===== src/rtl/core/deq_pkg.sv =====
//------------------------------------------------------------------------------
// deq_pkg
// shared types and sizes for the bounded double-ended queue engine
//------------------------------------------------------------------------------
`default_nettype none

package deq_pkg;

  localparam int DEPTH      = 16;
  localparam int DATA_WIDTH = 32;
  localparam int IDX_W      = $clog2(DEPTH);
  localparam int CNT_W      = $clog2(DEPTH + 1);
  localparam int FUNC_W     = 4;
  localparam int STAT_W     = 2;

  typedef enum logic [FUNC_W-1:0] {
    FN_PUSH_BACK  = 4'd0,
    FN_PUSH_FRONT = 4'd1,
    FN_POP_BACK   = 4'd2,
    FN_POP_FRONT  = 4'd3,
    FN_READ_AT    = 4'd4,
    FN_SEARCH     = 4'd5,
    FN_WALK_FWD   = 4'd6,
    FN_WALK_BACK  = 4'd7,
    FN_CLEAR      = 4'd8
  } func_t;

  typedef enum logic [STAT_W-1:0] {
    ST_OK    = 2'd0,
    ST_RANGE = 2'd1,
    ST_FULL  = 2'd2,
    ST_EMPTY = 2'd3
  } status_t;

  typedef enum logic [2:0] {
    S_IDLE,
    S_EXEC,
    S_ENDS,
    S_GRAB,
    S_SCAN,
    S_EMIT
  } state_t;

  // controller to datapath
  typedef struct packed {
    logic load;
    logic exec;
    logic ends;
    logic grab;
    logic step;
    logic walk_out;
  } dp_ctl_t;

  // datapath to controller
  typedef struct packed {
    logic is_walk;
    logic scan_go;
    logic scan_last;
    logic match;
  } dp_sts_t;

endpackage

`default_nettype wire


===== src/rtl/core/deq_ctrl.sv =====
//------------------------------------------------------------------------------
// deq_ctrl
// operation sequencer: accept, update, end fetch, scan and result strobe
//------------------------------------------------------------------------------
`default_nettype none

module deq_ctrl
  import deq_pkg::*;
(
  input  wire logic    clk,
  input  wire logic    rst_n,
  input  wire logic    start,
  output logic         busy,
  output dp_ctl_t      ctl,
  input  dp_sts_t      sts,
  output logic         out_valid
);

  state_t state_r;
  state_t state_nxt;

  always_ff @(posedge clk) begin
    if (!rst_n) begin
      state_r <= S_IDLE;
    end else begin
      state_r <= state_nxt;
    end
  end

  always_comb begin
    state_nxt = state_r;
    ctl       = '0;
    out_valid = 1'b0;
    busy      = (state_r != S_IDLE);
    unique case (state_r)
      S_IDLE: begin
        if (start) begin
          ctl.load  = 1'b1;
          state_nxt = S_EXEC;
        end
      end
      S_EXEC: begin
        ctl.exec  = 1'b1;
        state_nxt = S_ENDS;
      end
      S_ENDS: begin
        ctl.ends  = 1'b1;
        state_nxt = S_GRAB;
      end
      S_GRAB: begin
        ctl.grab  = 1'b1;
        state_nxt = sts.scan_go ? S_SCAN : S_EMIT;
      end
      S_SCAN: begin
        if (sts.is_walk) begin
          out_valid    = 1'b1;
          ctl.walk_out = 1'b1;
          if (sts.scan_last) begin
            state_nxt = S_IDLE;
          end else begin
            ctl.step = 1'b1;
          end
        end else if (sts.match) begin
          ctl.step  = 1'b1;
          state_nxt = S_EMIT;
        end else if (sts.scan_last) begin
          state_nxt = S_EMIT;
        end else begin
          ctl.step = 1'b1;
        end
      end
      S_EMIT: begin
        out_valid = 1'b1;
        state_nxt = S_IDLE;
      end
      default: begin
        state_nxt = S_IDLE;
      end
    endcase
  end

endmodule

`default_nettype wire


===== src/rtl/core/deq_datapath.sv =====
//------------------------------------------------------------------------------
// deq_datapath
// ring store, front index, element count and result registers
//------------------------------------------------------------------------------
`default_nettype none

module deq_datapath
  import deq_pkg::*;
(
  input  wire logic                  clk,
  input  wire logic                  rst_n,
  input  dp_ctl_t                    ctl,
  output dp_sts_t                    sts,
  input  wire logic [FUNC_W-1:0]     in_func,
  input  wire logic [DATA_WIDTH-1:0] in_value,
  input  wire logic [CNT_W-1:0]      in_position,
  output logic [DATA_WIDTH-1:0]      out_data,
  output logic [CNT_W-1:0]           out_found_at,
  output logic [STAT_W-1:0]          out_status,
  output logic [CNT_W-1:0]           out_entries,
  output logic [DATA_WIDTH-1:0]      out_front_value,
  output logic [DATA_WIDTH-1:0]      out_back_value,
  output logic                       out_last
);

  localparam logic [IDX_W:0] DEPTH_X = (IDX_W + 1)'(DEPTH);
  localparam logic [CNT_W-1:0] FULL_CNT = CNT_W'(DEPTH);

  logic [DATA_WIDTH-1:0] mem [DEPTH];

  logic [IDX_W-1:0]      front_idx_r;
  logic [IDX_W-1:0]      front_idx_nxt;
  logic [CNT_W-1:0]      count_r;
  logic [CNT_W-1:0]      count_nxt;

  func_t                 func_r;
  logic [DATA_WIDTH-1:0] value_r;
  logic [CNT_W-1:0]      pos_r;
  status_t               status_r;
  status_t               status_nxt;
  logic [DATA_WIDTH-1:0] data_r;
  logic [DATA_WIDTH-1:0] front_r;
  logic [DATA_WIDTH-1:0] back_r;
  logic [CNT_W-1:0]      found_r;
  logic [IDX_W-1:0]      k_r;
  logic [DATA_WIDTH-1:0] rd_a_r;
  logic [DATA_WIDTH-1:0] rd_b_r;

  logic                  wr_en;
  logic [IDX_W-1:0]      wr_addr;
  logic [IDX_W-1:0]      addr_a;
  logic [IDX_W-1:0]      addr_b;
  logic                  rd_en;
  logic                  empty;
  logic                  full;
  logic                  is_walk;
  logic                  is_search;
  logic [CNT_W-1:0]      k_ext;
  logic [CNT_W-1:0]      k_next;
  logic [CNT_W-1:0]      last_ofs;

  function automatic logic [IDX_W-1:0] wrap_add(input logic [IDX_W-1:0] base,
                                                input logic [IDX_W-1:0] ofs);
    logic [IDX_W:0] sum;
    sum = {1'b0, base} + {1'b0, ofs};
    if (sum >= DEPTH_X) begin
      sum = sum - DEPTH_X;
    end
    return sum[IDX_W-1:0];
  endfunction

  function automatic logic [IDX_W-1:0] scan_ofs(input logic           back,
                                                input logic [CNT_W-1:0] cnt,
                                                input logic [CNT_W-1:0] k);
    logic [CNT_W-1:0] ofs;
    ofs = back ? (cnt - CNT_W'(1) - k) : k;
    return ofs[IDX_W-1:0];
  endfunction

  assign empty     = (count_r == '0);
  assign full      = (count_r == FULL_CNT);
  assign is_walk   = (func_r == FN_WALK_FWD) || (func_r == FN_WALK_BACK);
  assign is_search = (func_r == FN_SEARCH);
  assign k_ext     = CNT_W'(k_r);
  assign k_next    = k_ext + CNT_W'(1);
  assign last_ofs  = count_r - CNT_W'(1);

  // operation update
  always_comb begin
    front_idx_nxt = front_idx_r;
    count_nxt     = count_r;
    status_nxt    = ST_OK;
    wr_en         = 1'b0;
    wr_addr       = wrap_add(front_idx_r, count_r[IDX_W-1:0]);
    unique case (func_r) inside
      FN_PUSH_BACK, FN_PUSH_FRONT: begin
        if (full) begin
          status_nxt = ST_FULL;
        end else begin
          wr_en     = 1'b1;
          count_nxt = count_r + CNT_W'(1);
          if (func_r == FN_PUSH_FRONT) begin
            front_idx_nxt = (front_idx_r == '0) ? IDX_W'(DEPTH - 1)
                                                : front_idx_r - IDX_W'(1);
            wr_addr       = front_idx_nxt;
          end
        end
      end
      FN_POP_BACK, FN_POP_FRONT: begin
        if (empty) begin
          status_nxt = ST_EMPTY;
        end else begin
          count_nxt = count_r - CNT_W'(1);
          if (func_r == FN_POP_FRONT) begin
            front_idx_nxt = wrap_add(front_idx_r, IDX_W'(1));
          end
        end
      end
      FN_READ_AT: begin
        if (empty) begin
          status_nxt = ST_EMPTY;
        end else if (pos_r == '0 || pos_r > count_r) begin
          status_nxt = ST_RANGE;
        end
      end
      FN_SEARCH, FN_WALK_FWD, FN_WALK_BACK: begin
        if (empty) begin
          status_nxt = ST_EMPTY;
        end
      end
      FN_CLEAR: begin
        count_nxt = '0;
      end
      default: begin
        status_nxt = ST_OK;
      end
    endcase
  end

  // read addresses
  always_comb begin
    addr_b = wrap_add(front_idx_r, last_ofs[IDX_W-1:0]);
    rd_en  = ctl.exec | ctl.ends | ctl.grab | ctl.step;
    if (ctl.exec) begin
      addr_a = wrap_add(front_idx_r, IDX_W'(pos_r - CNT_W'(1)));
    end else if (ctl.ends) begin
      addr_a = front_idx_r;
    end else if (ctl.grab) begin
      addr_a = wrap_add(front_idx_r,
                        scan_ofs(func_r == FN_WALK_BACK, count_r, '0));
    end else begin
      addr_a = wrap_add(front_idx_r,
                        scan_ofs(func_r == FN_WALK_BACK, count_r, k_next));
    end
  end

  always_ff @(posedge clk) begin
    if (!rst_n) begin
      front_idx_r <= '0;
      count_r     <= '0;
    end else if (ctl.exec) begin
      front_idx_r <= front_idx_nxt;
      count_r     <= count_nxt;
    end
  end

  // ring store
  always_ff @(posedge clk) begin
    if (ctl.exec && wr_en) begin
      mem[wr_addr] <= value_r;
    end
    if (rd_en) begin
      rd_a_r <= mem[addr_a];
      rd_b_r <= mem[addr_b];
    end
  end

  always_ff @(posedge clk) begin
    if (ctl.load) begin
      func_r  <= func_t'(in_func);
      value_r <= in_value;
      pos_r   <= in_position;
      found_r <= '0;
    end
    if (ctl.exec) begin
      status_r <= status_nxt;
    end
    if (ctl.ends) begin
      data_r <= (func_r == FN_READ_AT && status_r == ST_OK) ? rd_a_r : '0;
    end
    if (ctl.grab) begin
      front_r <= empty ? '0 : rd_a_r;
      back_r  <= empty ? '0 : rd_b_r;
      k_r     <= '0;
    end
    if (ctl.step) begin
      k_r <= k_next[IDX_W-1:0];
      if (is_search && rd_a_r == value_r) begin
        found_r <= k_next;
      end
    end
  end

  assign sts.is_walk   = is_walk;
  assign sts.scan_go   = (is_walk || is_search) && !empty;
  assign sts.scan_last = (k_ext == last_ofs);
  assign sts.match     = (rd_a_r == value_r);

  assign out_data        = ctl.walk_out ? rd_a_r : data_r;
  assign out_found_at    = found_r;
  assign out_status      = ctl.walk_out ? ST_OK : status_r;
  assign out_entries     = count_r;
  assign out_front_value = front_r;
  assign out_back_value  = back_r;
  assign out_last        = ctl.walk_out ? sts.scan_last : 1'b1;

endmodule

`default_nettype wire


===== src/rtl/core/double_ended_queue_engine.sv =====
//------------------------------------------------------------------------------
// double_ended_queue_engine
// bounded deque in a ring store: push, pop, read, search, walk and clear
// sequence: accept, then the EXEC, ENDS and GRAB states, then the EMIT result
//   strobe; push, pop, read, clear and other codes take this path
// search scans from the front until the first match or the last element;
//   walks give one result beat per cycle during the scan, then return
// the ring store port, one read per element, sets the scan rate
// reset: synchronous active-low rst_n empties the queue; results cannot stall
//------------------------------------------------------------------------------
`default_nettype none

module double_ended_queue_engine
  import deq_pkg::*;
(
  input  wire logic                  clk,
  input  wire logic                  rst_n,
  input  wire logic                  start,
  output logic                       busy,
  input  wire logic [FUNC_W-1:0]     in_func,
  input  wire logic [DATA_WIDTH-1:0] in_value,
  input  wire logic [CNT_W-1:0]      in_position,
  output logic                       out_valid,
  output logic [DATA_WIDTH-1:0]      out_data,
  output logic [CNT_W-1:0]           out_found_at,
  output logic [STAT_W-1:0]          out_status,
  output logic [CNT_W-1:0]           out_entries,
  output logic [DATA_WIDTH-1:0]      out_front_value,
  output logic [DATA_WIDTH-1:0]      out_back_value,
  output logic                       out_last
);

  dp_ctl_t ctl;
  dp_sts_t sts;

  deq_ctrl u_ctrl (
    .clk       (clk),
    .rst_n     (rst_n),
    .start     (start),
    .busy      (busy),
    .ctl       (ctl),
    .sts       (sts),
    .out_valid (out_valid)
  );

  deq_datapath u_datapath (
    .clk             (clk),
    .rst_n           (rst_n),
    .ctl             (ctl),
    .sts             (sts),
    .in_func         (in_func),
    .in_value        (in_value),
    .in_position     (in_position),
    .out_data        (out_data),
    .out_found_at    (out_found_at),
    .out_status      (out_status),
    .out_entries     (out_entries),
    .out_front_value (out_front_value),
    .out_back_value  (out_back_value),
    .out_last        (out_last)
  );

endmodule

`default_nettype wire

===== config.mk =====
export PLATFORM = sky130hd
export DESIGN_NAME = double_ended_queue_engine
export DESIGN_NICKNAME = d
export VERILOG_FILES = /design/src/rtl/core/deq_pkg.sv /design/src/rtl/core/deq_ctrl.sv /design/src/rtl/core/deq_datapath.sv /design/src/rtl/core/double_ended_queue_engine.sv
export SDC_FILE = /design/constraint.sdc
export NUM_CORES = 1
export LEC_CHECK = 0
export BUFFER_PORTS_ARGS = -buffer_cell sky130_fd_sc_hd__clkbuf_2
export CAP_MARGIN = 10
export CORE_UTILIZATION = 67
export DETAILED_ROUTE_END_ITERATION = 12
export PLACE_DENSITY_LB_ADDON = 0.15
export SETUP_SLACK_MARGIN = 0.3
export SYNTH_ARGS = -nofsm -noshare
export SYNTH_HDL_FRONTEND = slang
export SYNTH_SLANG_ARGS = --single-unit

===== constraint.sdc =====
create_clock -name clk -period 10.6 [get_ports clk]
set_input_delay 0.53 -clock clk [delete_from_list [all_inputs] [get_ports clk]]
set_output_delay 0.53 -clock clk [all_outputs]
set_load 0.02 [all_outputs]

# Word level (Yosys, flattened, before mapping)
# Memories as Yosys holds them, arrays and structs flattened. A register that Yosys moved wholly into a read port is not among the register bits.
# Index checks and enable logic that the tools add are counted.
# totals
reg_bits,160
latchBits,0
mem_bits_rw,512
mem_bits_ro,0
input_bits,44
out_inout_bits,111
wordCells,146
n_memories,1
# op_classes
add_sub_neg,18
multipliers,0
n_div,0
order_cmp,7
n_eq_ne,23
n_shift,0
n_mux,58
bitwise,3
n_reduce_logical,24
# mem_list
memory,depth,word_bits,rd,rd_clocked_by_memory_dff,wr,line_no,text
u_datapath.mem,16,32,2,2,1,deq_datapath.sv:29,logic [DATA_WIDTH-1:0] mem [DEPTH];
# ops
operator,count
2-to-1 mux 4 bit,21
equality test 32 bit,1
2-to-1 mux 32 bit,1
subtractor 4 x 1 -> 4 bit (second input constant),8
>= comparator 5 bit (second input constant),6
adder 4 x 4 -> 5 bit,5
2-to-1 mux 5 bit,5
equality test 4 x 3 -> 1 bit (second input constant),4
2-to-1 mux 1 bit,16
2-to-1 mux 3 bit,5
one-hot mux 3 bit (5 select lines),1
one-hot mux 5 bit (3 select lines),1
adder 4 x 1 -> 5 bit (second input constant),2
zero test 5 bit,2
2-to-1 mux 2 bit,5
equality test 4 x 2 -> 1 bit (second input constant),2
zero test 4 bit,2
one-hot mux 4 bit (2 select lines),1
equality test 3 x 2 -> 1 bit (second input constant),2
equality test 3 bit (second input constant),2
inequality test 2 bit (second input constant),3
inequality test 3 x 2 -> 1 bit (second input constant),2
one-hot mux 2 bit (3 select lines),1
AND reduction 6 bit,1
23 further kinds,34

# Depth between registers and ports, before layout
# logic_depth
ltp_word,9
ltp_mapped,18
mapped_depth_nobuf,15

# Cells and area by module
# A second synthesis with hierarchy kept.
# unflattened
cells_unflattened,1834
hier_area_um2,33448.3
# by_module_without_submodules
module,n_inst,cells_per_inst,area_per_inst_um2,seq_area_each_um2
deq_datapath,1,1803,33205.6,21871.0
deq_ctrl,1,31,242.7,60.1

# Worst setup path before layout
# No wires, ideal clock.
# synth_timing
kind,reg-to-reg
startpoint,reg u_ctrl.state_r[2]
endpoint,"reg u_datapath.rd_a_r[0], read port of u_datapath.mem, enable pin"
setup_ns,0.574
arrival_time_ns,5.140
required_ns,10.026
slack_ns,4.885
path_stages_with_launch,4
n_path_buf,2
period_less_slack_ns,5.715
path_cell_list,dfxtp_1 -> buf_2 -> clkbuf_1 -> o21ai_0
# synth_between
elab_chain_cells,5
elab_cells_between_ends,14
classes_between,eq/ne: 4; mux: 7; bitwise: 3
# synth_rtl
item,line_no,text
start: declaration,deq_ctrl.sv:19,state_t state_r;
start signal: assignment,deq_ctrl.sv:26,state_r <= state_nxt;
equality test 3 x 1 -> 1 bit or equality test 3 x 2 -> 1 bit (tied branches),deq_ctrl.sv:35,unique case (state_r)
2-to-1 mux 1 bit,deq_ctrl.sv:35,
OR 1 bit (2 in a row),deq_datapath.sv:143,rd_en = ctl.exec | ctl.ends | ctl.grab | ctl.step;
OR 1 bit (*),deq_datapath.sv:143,
named net u_datapath.rd_en,deq_datapath.sv:53,logic rd_en;
end: declaration,deq_datapath.sv:46,logic [DATA_WIDTH-1:0] rd_a_r;
# Mark *: on every way through the listed nets, which the timed path passes. The rest lies on a longest branch.
# A chain may end at the register's enable or synchronous reset.

# Worst setup path in the final report
# layout_timing
startpoint,reg u_ctrl.state_r[2]
endpoint,"reg u_datapath.rd_a_r[15], read port of u_datapath.mem (data pin)"
# layout_between
elab_chain_cells,5
elab_cells_between_ends,14
classes_between,eq/ne: 4; mux: 7; bitwise: 3
# layout_rtl
item,line_no
equality test 3 x 2 -> 1 bit or equality test 3 x 1 -> 1 bit (tied branches),deq_ctrl.sv:35
2-to-1 mux 1 bit,deq_ctrl.sv:35
2-to-1 mux 4 bit or OR 1 bit (tied branches),"deq_datapath.sv:148, deq_datapath.sv:143"
2-to-1 mux 4 bit or OR 1 bit (tied branches),"deq_datapath.sv:146, deq_datapath.sv:143"
2-to-1 mux 4 bit or OR 1 bit (tied branches),"deq_datapath.sv:144, deq_datapath.sv:143"
# Parallel ways exist; a longest one is shown, timed or not.

==> results.tsv <==
stage	metric	value	unit
setup_path	crit_cells	14	
finish	multiInputGateArea	12090	um2
synth	syn_nets	2193	
clock_network	cts_tree	done	
route	ant_nets	0	
place	place_congestion	0.8633	
min_path	hp-start	in_value[31]	
route	dr.pass1.iters	5	
setup_path	rr_endpoint	u_datapath.rd_a_r[15]	
finish	seq_area	21930	um2
clock_network	cts.path.max_buffers	3	
setup_path	reg2reg_slack	5.20	ns
place	post-place-ws	5.274	ns
synth	synthArstFlopShare	0	%
setup_path	crit_path_frequent_cell	mux2i_1	
min_path	holdPathStages	1	
floorplanning	die_x	228.9	um
place	placed_area	36050	um2
run	cap_violations	0	
setup_path	end_kind	flip-flop	
synth	yosys_register_bits	736	
timing	rsz0062_at_grt	false	
clock_network	cts_made_buffers	76	
clock_network	clkSlewWorstSetupHoldPaths	0.06	ns
global_route	antenna_found_initial	1	
clock_network	cts_max_level	3	
timing	fin_crit	5.401	ns
synth	synth_area_leaders	edfxtp_1, mux2i_1, mux4_2	
synth	syn_area	34490	um2
finish	antennaDiodeCount	0	
timing	relSlewSlack	20.02	%
power	p_leak	13.96	nW
setup_path	cp-start-kind	flip-flop	
min_path	hp-class	in2reg	
setup_path	rr_worst_depth	14	
floorplanning	row_count	82	
clock_network	clock-sinks	736	
floorplanning	initial_core_util	68.32	%
route	vias	20240	
synth	ys.flop_type	edfxtp_1	
global_route	overflow	0	
finish	nets	2337	
setup_path	path_delay_family	buffers and inverters	
synth	synthCells	2117	
global_route	use_met2	53.12	%
timing	setup_ws	5.199	ns
place	port_buffers	154	
clock_network	cts-root-buf	clkbuf_16	
synth	synth_top_area_share	62.61	%
clock_network	worstSkewPairLatency	0.61	ns
power	powerDensity	256.8	nW/um2
setup_path	path_class	reg2reg	
place	detailed_place_hpwl	46660	um
synth	ys_top_cells_by_count	edfxtp_1, mux2i_1, and2_1	
global_route	grt_pass1_wl	127700	um
finish	drive_gt1_share	20.98	%
global_route	use_met3	6.512	%
global_route	grt_most_used_layer	met2	
floorplanning	core_area	50480	um2
setup_path	critPathBufInv	3	
timing	worst_pin_slew	1.195	ns
synth	yosysMostFrequentCell	edfxtp_1	
route	wire_per_inst	28.53	um
global_route	grt_pass1_vias	20660	
timing	setup-tns-final	0	ns
timing	fin_crit_sh	50.95	%
route	drt-total-wl	85280	um
setup_path	slowest_delay	0.90	ns
min_path	hold_end	u_datapath.value_r[31]	
synth	synth_edf_count	719	
synth	synth_cell_types	62	
route	drc	0	
synth	yosysSeqAreaShare	63.59	%
floorplanning	die_h	228.9	um
timing	fin_skew	0.01952	ns
clock_network	cts-resized-gates	0	
setup_path	crit_path_max_fanout	57	
power	ir_drop	259.8	uV
floorplanning	num_io_pins	155	
synth	syn_area_per_cell	16.29	um2
setup_path	arrival	5.73	ns
global_route	met1_usage	46.30	%
floorplanning	dieArea	52380	um2
timing	finalSetupViolCount	0	
finish	area.growth.synth_to_final	11.26	%
route	drt-initial-drc-count	2342	
timing	hold_violations	0	
outcome	status	completed	
finish	design_area	38370	um2
setup_path	cp_cell_sequence	nor2b_1 -> nand2_1 -> clkinv_2 -> nand2_1 -> o21ai_0 -> ha_1 -> o22a_1 -> o211ai_1 -> buf_4 -> buf_4 -> mux2i_1 -> mux2i_1 -> mux2i_1 -> mux2i_1	
route	avgViaCountPerCell	6.771	
clock_network	hold_buffers	0	
clock_network	cts_setup_buffers	0	
finish	fill_cells	3014	
timing	fmax	0.1852	GHz
timing	drv_slew	0	
synth	yosys_warnings	0	
setup_path	crit_required	10.93	ns
synth	synth_top_cell_by_area	edfxtp_1	
global_route	grt_usage	33.19	%
setup_path	r2r_start	u_ctrl.state_r[2]	
setup_path	critPathSlowestCell	buf_4	
global_route	grt_max_degree	129	
-- per-layer routing --
layer  part of all wire [%]  routed length [um]
met1                     39               33370
met2                     48               41090
met3                    9.6                8206
met4                    3.0                2591
met5                  0.015                  13
-- final cells by class --
type / instances / share of cell area (%)
clock inverters: 32 / 0.6652
multi-input cells: 1228 / 31.51
clock buffers: 102 / 5.377
inverters: 26 / 0.2576
repair buffers: 193 / 2.837
well taps: 672 / 2.191
flip-flops and latches: 736 / 57.16
-- stage by stage --
stage	util [%]	hold WS, ns	power (mW)	std cells
floorplan	-	0.4967	6.416	2117
global placement	71.42	0.4598	7.248	2855
detailed placement	71.42	0.4643	7.340	2855
CTS	76.01	0.05476	9.853	2989
global route	76.01	0.06005	10.19	2989
finish	76.01	0.08812	9.853	2989
-- kinds of logic after synthesis --
group | count (synthesis) | share of synthesized area, %
mux | 642 | 23.40
buf+inv | 153 | 2.014
flops | 736 | 63.59
fa+ha+maj | 32 | 1.270
xor+xnor | 58 | 1.495
simple gates | 337 | 5.199
compound gates | 159 | 3.033
-- sequential cells by signal (all words and copies together), names as in the netlist, 32 cells and up --
register                    cells
u_datapath.out_back_value      32
u_datapath.rd_a_r              32
u_datapath.data_r              32
u_datapath.mem                512
u_datapath.rd_b_r              32
u_datapath.out_front_value     32
u_datapath.value_r             32
-- how the worst max path moves through the flow --
stage                      start                    end  slack (ns)
2_1_floorplan  u_ctrl.state_r[2]   u_datapath.rd_a_r[0]        4.89
3_3_place_gp   u_ctrl.state_r[2]  u_datapath.rd_a_r[14]        5.53
3_5_place_dp   u_ctrl.state_r[2]  u_datapath.rd_a_r[15]        5.27
4_1_cts        u_ctrl.state_r[2]  u_datapath.rd_a_r[13]        5.23
5_1_grt        u_ctrl.state_r[2]  u_datapath.rd_a_r[14]        4.84
6_report       u_ctrl.state_r[2]  u_datapath.rd_a_r[15]        5.20
-- where the power goes --
part | switching, mW | internal, mW
combinational | 1.95 | 1.43
clock | 1.08 | 1.44
sequential | 0.291 | 3.65
total | 3.33 | 6.53
-- placed cells by master (no fill, tap or decap), drive strengths merged, types with 2 or more instances in the layout --
cell / count
bufinv: 3
or3: 3
clkinvlp: 3
a21o: 6
edfxtp: 719
fa: 5
nor2: 40
xnor2: 50
nor4: 5
buf: 39
nor2b: 3
a31oi: 33
o21a: 4
clkbuf: 256
clkinv: 25
nand3b: 2
xor2: 8
o211ai: 5
o31ai: 3
and2: 131
nor4b: 4
a211oi: 38
a21oi: 26
o21ai: 26
mux4: 128
o22a: 2
nand2b: 11
nand4: 9
nand3: 14
o22ai: 3
dfxtp: 17
nor3b: 4
nor3: 14
ha: 27
inv: 27
mux2i: 481
mux2: 33
nand2: 91
No activity file was read; power rests on OpenSTA's default activity.
